## config.mk

```make
export PLATFORM = sky130hd
export DESIGN_NAME = krt_ctrl
export DESIGN_NICKNAME = d
export VERILOG_FILES = /design/src/hdl/krt_pkg.sv /design/src/hdl/krt_ctrl.sv
export SDC_FILE = /design/constraint.sdc
export NUM_CORES = 1
export LEC_CHECK = 0
export BUFFER_PORTS_ARGS = -buffer_cell sky130_fd_sc_hd__buf_2
export CAP_MARGIN = 20
export CORE_UTILIZATION = 50
export CTS_BUF_LIST = sky130_fd_sc_hd__clkbuf_16
export CTS_CLUSTER_SIZE = 10
export DETAILED_ROUTE_END_ITERATION = 16
export GPL_TIMING_DRIVEN = 0
export PLACE_DENSITY_LB_ADDON = 0.25
export SETUP_SLACK_MARGIN = 0.1
export SYNTH_ARGS = -nofsm -noshare
export SYNTH_HDL_FRONTEND = slang
export SYNTH_SLANG_ARGS = --single-unit
```

## constraint.sdc

```tcl
create_clock -name i_clk -period 4.2 [get_ports i_clk]
set_clock_uncertainty 0.2 [all_clocks]
set_input_delay 0.84 -clock i_clk [delete_from_list [all_inputs] [get_ports i_clk]]
set_output_delay 0.84 -clock i_clk [all_outputs]
set_load 0.02 [all_outputs]
```

## src/hdl/krt_pkg.sv

```systemverilog
// Shared types and constants for the keyed record table.
package krt_pkg;

    localparam int OP_W    = 3;
    localparam int STAT_W  = 3;
    localparam int KEY_W   = 31;
    localparam int NAME_W  = 64;
    localparam int SCORE_W = 16;
    localparam int SUM_W   = 22;
    localparam int COUNT_W = 7;

    localparam logic signed [SCORE_W-1:0] SCORE_LOWEST  = {1'b1, {(SCORE_W-1){1'b0}}};
    localparam logic signed [SCORE_W-1:0] SCORE_HIGHEST = {1'b0, {(SCORE_W-1){1'b1}}};

    typedef enum logic [OP_W-1:0] {
        OP_ADD   = 3'd0,
        OP_DEL   = 3'd1,
        OP_FIND  = 3'd2,
        OP_UPD   = 3'd3,
        OP_LIST  = 3'd4,
        OP_STATS = 3'd5
    } t_op;

    typedef enum logic [STAT_W-1:0] {
        ST_DONE    = 3'd0,
        ST_EXISTS  = 3'd1,
        ST_FULL    = 3'd2,
        ST_MISSING = 3'd3,
        ST_EMPTY   = 3'd4
    } t_status;

    typedef enum logic [3:0] {
        S_IDLE,
        S_DISPATCH,
        S_SCAN,
        S_HIT,
        S_MISS,
        S_SHIFT,
        S_WALK,
        S_STATS,
        S_EMPTY
    } t_state;

    typedef struct packed {
        logic [KEY_W-1:0]          key;
        logic [NAME_W-1:0]         name;
        logic signed [SCORE_W-1:0] score;
    } t_rec;

    typedef struct packed {
        logic    load;
        logic    step;
        logic    init_shift;
        logic    shift_wr;
        logic    append;
        logic    upd;
        logic    dec;
        logic    emit;
        t_status status;
        logic    with_rec;
        logic    with_stats;
        logic    last;
    } t_cmd;

    typedef struct packed {
        t_op  op;
        logic hit;
        logic more;
        logic rd_vld;
        logic exhausted;
        logic empty;
        logic full;
        logic out_free;
    } t_sts;

endpackage

```

## src/hdl/krt_ctrl.sv

```systemverilog
// Sequencer for the keyed record table: decodes each operation and steps the datapath.
module krt_ctrl (
    input  logic          i_clk,
    input  logic          i_rst_n,
    input  logic          i_in_valid,
    output logic          o_in_ready,
    input  krt_pkg::t_sts i_sts,
    output krt_pkg::t_cmd o_cmd
);

    krt_pkg::t_state r_state, n_state;

    always_ff @(posedge i_clk) begin
        if (!i_rst_n) begin
            r_state <= krt_pkg::S_IDLE;
        end else begin
            r_state <= n_state;
        end
    end

    always_comb begin
        n_state      = r_state;
        o_cmd        = '0;
        o_cmd.status = krt_pkg::ST_DONE;
        o_in_ready   = 1'b0;
        unique case (r_state)
            krt_pkg::S_IDLE: begin
                o_in_ready = 1'b1;
                if (i_in_valid) begin
                    o_cmd.load = 1'b1;
                    n_state    = krt_pkg::S_DISPATCH;
                end
            end
            krt_pkg::S_DISPATCH: begin
                unique case (i_sts.op) inside
                    krt_pkg::OP_ADD, krt_pkg::OP_DEL, krt_pkg::OP_FIND, krt_pkg::OP_UPD:
                        n_state = krt_pkg::S_SCAN;
                    krt_pkg::OP_LIST:
                        n_state = i_sts.empty ? krt_pkg::S_EMPTY : krt_pkg::S_WALK;
                    krt_pkg::OP_STATS:
                        n_state = i_sts.empty ? krt_pkg::S_EMPTY : krt_pkg::S_STATS;
                    default:
                        n_state = krt_pkg::S_IDLE;
                endcase
            end
            krt_pkg::S_SCAN: begin
                if (i_sts.hit) begin
                    n_state = krt_pkg::S_HIT;
                end else if (i_sts.exhausted) begin
                    n_state = krt_pkg::S_MISS;
                end else begin
                    o_cmd.step = 1'b1;
                end
            end
            krt_pkg::S_HIT: begin
                unique case (i_sts.op)
                    krt_pkg::OP_ADD: begin
                        if (i_sts.out_free) begin
                            o_cmd.emit   = 1'b1;
                            o_cmd.status = krt_pkg::ST_EXISTS;
                            o_cmd.last   = 1'b1;
                            n_state      = krt_pkg::S_IDLE;
                        end
                    end
                    krt_pkg::OP_FIND: begin
                        if (i_sts.out_free) begin
                            o_cmd.emit     = 1'b1;
                            o_cmd.with_rec = 1'b1;
                            o_cmd.last     = 1'b1;
                            n_state        = krt_pkg::S_IDLE;
                        end
                    end
                    krt_pkg::OP_UPD: begin
                        if (i_sts.out_free) begin
                            o_cmd.upd  = 1'b1;
                            o_cmd.emit = 1'b1;
                            o_cmd.last = 1'b1;
                            n_state    = krt_pkg::S_IDLE;
                        end
                    end
                    krt_pkg::OP_DEL: begin
                        o_cmd.init_shift = 1'b1;
                        n_state          = krt_pkg::S_SHIFT;
                    end
                    default: n_state = krt_pkg::S_IDLE;
                endcase
            end
            krt_pkg::S_MISS: begin
                if (i_sts.out_free) begin
                    o_cmd.emit = 1'b1;
                    o_cmd.last = 1'b1;
                    n_state    = krt_pkg::S_IDLE;
                    if (i_sts.op == krt_pkg::OP_ADD) begin
                        if (i_sts.full) begin
                            o_cmd.status = krt_pkg::ST_FULL;
                        end else begin
                            o_cmd.append = 1'b1;
                        end
                    end else begin
                        o_cmd.status = krt_pkg::ST_MISSING;
                    end
                end
            end
            krt_pkg::S_SHIFT: begin
                // move every record above the hole down by one slot
                if (i_sts.exhausted) begin
                    if (i_sts.out_free) begin
                        o_cmd.dec  = 1'b1;
                        o_cmd.emit = 1'b1;
                        o_cmd.last = 1'b1;
                        n_state    = krt_pkg::S_IDLE;
                    end
                end else begin
                    o_cmd.step     = 1'b1;
                    o_cmd.shift_wr = 1'b1;
                end
            end
            krt_pkg::S_WALK: begin
                if (i_sts.rd_vld) begin
                    if (i_sts.out_free) begin
                        o_cmd.emit     = 1'b1;
                        o_cmd.with_rec = 1'b1;
                        o_cmd.last     = !i_sts.more;
                        o_cmd.step     = 1'b1;
                        if (!i_sts.more) begin
                            n_state = krt_pkg::S_IDLE;
                        end
                    end
                end else begin
                    o_cmd.step = 1'b1;
                end
            end
            krt_pkg::S_STATS: begin
                if (i_sts.exhausted) begin
                    if (i_sts.out_free) begin
                        o_cmd.emit       = 1'b1;
                        o_cmd.with_stats = 1'b1;
                        o_cmd.last       = 1'b1;
                        n_state          = krt_pkg::S_IDLE;
                    end
                end else begin
                    o_cmd.step = 1'b1;
                end
            end
            krt_pkg::S_EMPTY: begin
                if (i_sts.out_free) begin
                    o_cmd.emit   = 1'b1;
                    o_cmd.status = krt_pkg::ST_EMPTY;
                    o_cmd.last   = 1'b1;
                    n_state      = krt_pkg::S_IDLE;
                end
            end
            default: n_state = krt_pkg::S_IDLE;
        endcase
    end

endmodule

```

* Word-level counts from Yosys, hierarchy flattened
Index checks and enable logic that the tools add are counted.
** Word-level totals
- Bits in registers :: 4
- Bits of input ports :: 13
- Word-level logic and storage cells :: 80
** Operators by class
- Equality and inequality tests :: 19
- Muxes and demuxes :: 51
- Reductions and logical operators :: 9
** Operators with widths (count)
- $mux 4 :: 13
- $pmux 4 s7 :: 1
- $mux 1 :: 24
- $eq 4x3->1 const B :: 4
- $pmux 4 s3 :: 1
- $pmux 3 s3 :: 1
- $eq 4x2->1 const B :: 2
- $mux 2 :: 4
- $ne 2x2->1 const B :: 4
- $pmux 4 s2 :: 1
- $eq 3x2->1 const B :: 2
- $eq 3x3->1 const B :: 2
- $pmux 1 s6 :: 1
- $reduce_and 6->1 :: 1
- $reduce_or 2->1 :: 3
- $pmux 1 s5 :: 1
- $eq 4x1->1 const B :: 1
- $eq 4x4->1 const B :: 1
- $logic_not 4->1 :: 1
- $pmux 1 s2 :: 2
- $reduce_or 4->1 :: 1
- $eq 3x1->1 const B :: 1
- $logic_not 3->1 :: 1
- $mux 3 :: 1
- other kinds (5) :: 5

* Depth between registers and ports, before layout
- Depth in word-level cells :: 4
- Depth in mapped cells :: 6
- Gate-level depth less buffers :: 4

* Worst setup path before layout
Ideal clock, no wire load.
- Path type :: in2out
- Start point :: input port i_sts[0] in the netlist's numbering
- End point :: output port o_cmd[0] in the netlist's numbering
- Arrival :: 1.940 ns
- Required time :: 3.160 ns
- Path slack :: 1.220 ns
- Stages on the path :: 3
- Buffers on the path :: 1
- Cell sequence :: clkbuf_1 > nand3b_1 > o41ai_1
** RTL lines
- from (decl) :: RTL line krt_ctrl.sv:7 : input krt_pkg::t_sts i_sts,
- to (decl) :: RTL line krt_ctrl.sv:8 : output krt_pkg::t_cmd o_cmd

==> flow_summary.ini <==
[cts]
cts_resized = 0
clock-sinks = 4
cts_buffers = 3
post_cts_buffers = 0
worstSkewPairLatency_ns = 0.23
cts_tree = built
hold_buffers = 0
clockRootBuffer = clkbuf_16
cts.path.max_buffers = 2
cts.clk_slew.worst_paths_ns = 0.03
h-tree-depth = 1

[place]
io_buffers = 25
place_ws_ns = 1.34
hpwl_um = 1470
globalplace.congestion = 0.862

[power]
intPower_uw = 198
power_frac_comb = 0.317
ir_drop_mv = 0.235
swShare = 0.310
power_uw = 287
p_per_area_nw_per_um2 = 330
clkPwrFrac = 0.526
p_leak_nw = 0.394
p_seq_frac = 0.157
netSwitchingPower_uw = 89.1

[sta]
drv_slew = 0
tightestPinTransition_ns = 0.445
postLayoutSetupSlackWorst_ns = 1.23
max_freq_ghz = 0.337
slew_headroom = 0.699
tns_ns = 0
setup_viol = 0
finalHoldViolCount = 0
final.min_clock_period_ns = 2.97
hold-worst-slack_ns = 0.645
final.period_utilization = 0.707
rsz0062_at_grt = false

[setup_path]
cpMaxStageDelayCell = clkbuf_1
critPathKind = reg2out
startpoint_type = flop
path_buf_inv = 3
cp-startpoint = r_state[0]$_SDFFE_PN0P_
required_ns = 3.16
critPathMaxStageDelay_ns = 0.35
r2r_start = r_state[1]$_SDFFE_PN0P_
worstPathCellList = buf_2 > clkbuf_1 > nor2_1 > a32o_1 > o21ai_0 > o21ai_0 > buf_2
crit_family = buffers and inverters
crit_path_end_kind = output port
critPathMaxFanout = 10
cp.arrival_ns = 1.93

[floorplan]
die_height_um = 38.1
initial_core_util = 0.564
ios = 28
rows = 12
coreArea_um2 = 1160
die_w_um = 38.1
die-area_um2 = 1450

[routing]
detail_route.wl_per_cell_um = 14.6
firstDrtPassIters = 5
ant_nets = 0
drc = 0
vias = 874
drt-total-wl_um = 2030
initialDrtViolationCount = 50
viasPerCell = 6.29

[yosys]
synth_cell_type_count = 37
synth-edff-count = 0
synthesis.area_um2 = 652
syn_inst = 97
ys_seq_elements = 4
ys.flop_type = dfxtp_1
yosysSeqAreaShare = 0.123
yosys_warnings = 0
synth_nets = 110
avgSynthCellArea_um2 = 6.72
async_flop_share = 0

[grt]
grt_max_degree = 11
grt_pass1_vias = 714
gr-usage-all-layers = 0.311
grt_pass1_wl_um = 3180
antenna_found_initial = 0
grt_overflow = 0

[final_layout]
drive_above_1_share = 0.288
area.growth.synth_to_final_pct = 33.4
final_common_cell = buf_2
largest_reg_flops = 4
num_antenna_cells = 0
fin_nets = 140
mostFrequentLayoutCells = buf_2 (28), nor2_1 (10), o21ai_0 (8)
largestRegisters = r_state: 4 flops
top_register = r_state
fin_util = 0.752

[worst_hold_path]
worst_hold_path_type = reg2reg
min_from = r_state[3]$_SDFFE_PN0P_

[run]
cap_violations = 0

[outcome]
outcome = completed
-- synth_stat cells (3+ instances only) --
master | count | area [um2]
nor4_1 | 3 | 18.8
dfxtp_1 | 4 | 80.1
nor3_1 | 4 | 20.0
nand3_1 | 5 | 25.0
nor2_1 | 10 | 37.5
o21ai_0 | 8 | 40.0
nor2b_1 | 6 | 37.5
nand3b_1 | 3 | 22.5
clkbuf_1 | 3 | 11.3
nor4b_1 | 3 | 26.3
nand2_1 | 4 | 15.0
inv_1 | 4 | 15.0
a31oi_1 | 5 | 31.3
buf_2 | 3 | 15.0
nand2b_1 | 7 | 43.8
-- cells by family after synthesis --
logic type             synth area share
AND/OR/NAND/NOR                   0.536
AO/OA/AOI/OAI                     0.242
buffers and inverters            0.0864
flip-flops                        0.123
XOR/XNOR                         0.0134
-- metrics by stage --
stage	instances	cell area, um2
floorplan	97	652
global placement	136	795
detailed placement	136	795
CTS	139	870
global route	139	870
finish	139	870
-- power by group through the flow --
stage               clock network, mW  logic, mW  registers [mW]
floorplan                           0     0.0627          0.0442
global placement                    0     0.0851          0.0450
detailed placement                  0     0.0875          0.0454
CTS                             0.152     0.0883          0.0448
global route                    0.155     0.0989          0.0453
finish                          0.151     0.0911          0.0451
-- tightest hold or removal path, cell delays in order (launching register included) --
cell and delay [ns]:
dfxtp_1 0.39, nor2b_1 0.14, a31oi_1 0.20, nor2b_1 0.06
-- final timing paths --
check / end / cells after the start / slack (ns)
max: o_cmd[6] / 7 / 1.23
min: r_state[3]$_SDFFE_PN0P_ / 3 / 0.64
max reg2reg: r_state[2]$_SDFFE_PN0P_ / 5 / 2.41
min reg2reg: r_state[3]$_SDFFE_PN0P_ / 3 / 0.64
-- layer usage --
layer  vias up  GRT usage  share of wire
met2        66      0.483           0.44
met5         -          0              0
met3        16     0.0581           0.10
met1       371      0.394           0.41
li1        421          -              -
met4         0      0.179          0.043
-- final cells by class --
| class | instances | area, um2 |
|---|---|---|
| Multi-Input combinational cell | 81 | 515 |
| Fill cell | 87 | 287 |
| Tap cell | 14 | 17.5 |
| Sequential cell | 4 | 80.1 |
| Buffer | 8 | 41.3 |
| Inverter | 4 | 15.0 |
| Clock buffer | 3 | 75.1 |
| Timing Repair Buffer | 25 | 125 |
No activity file was read; power rests on OpenSTA's default activity.
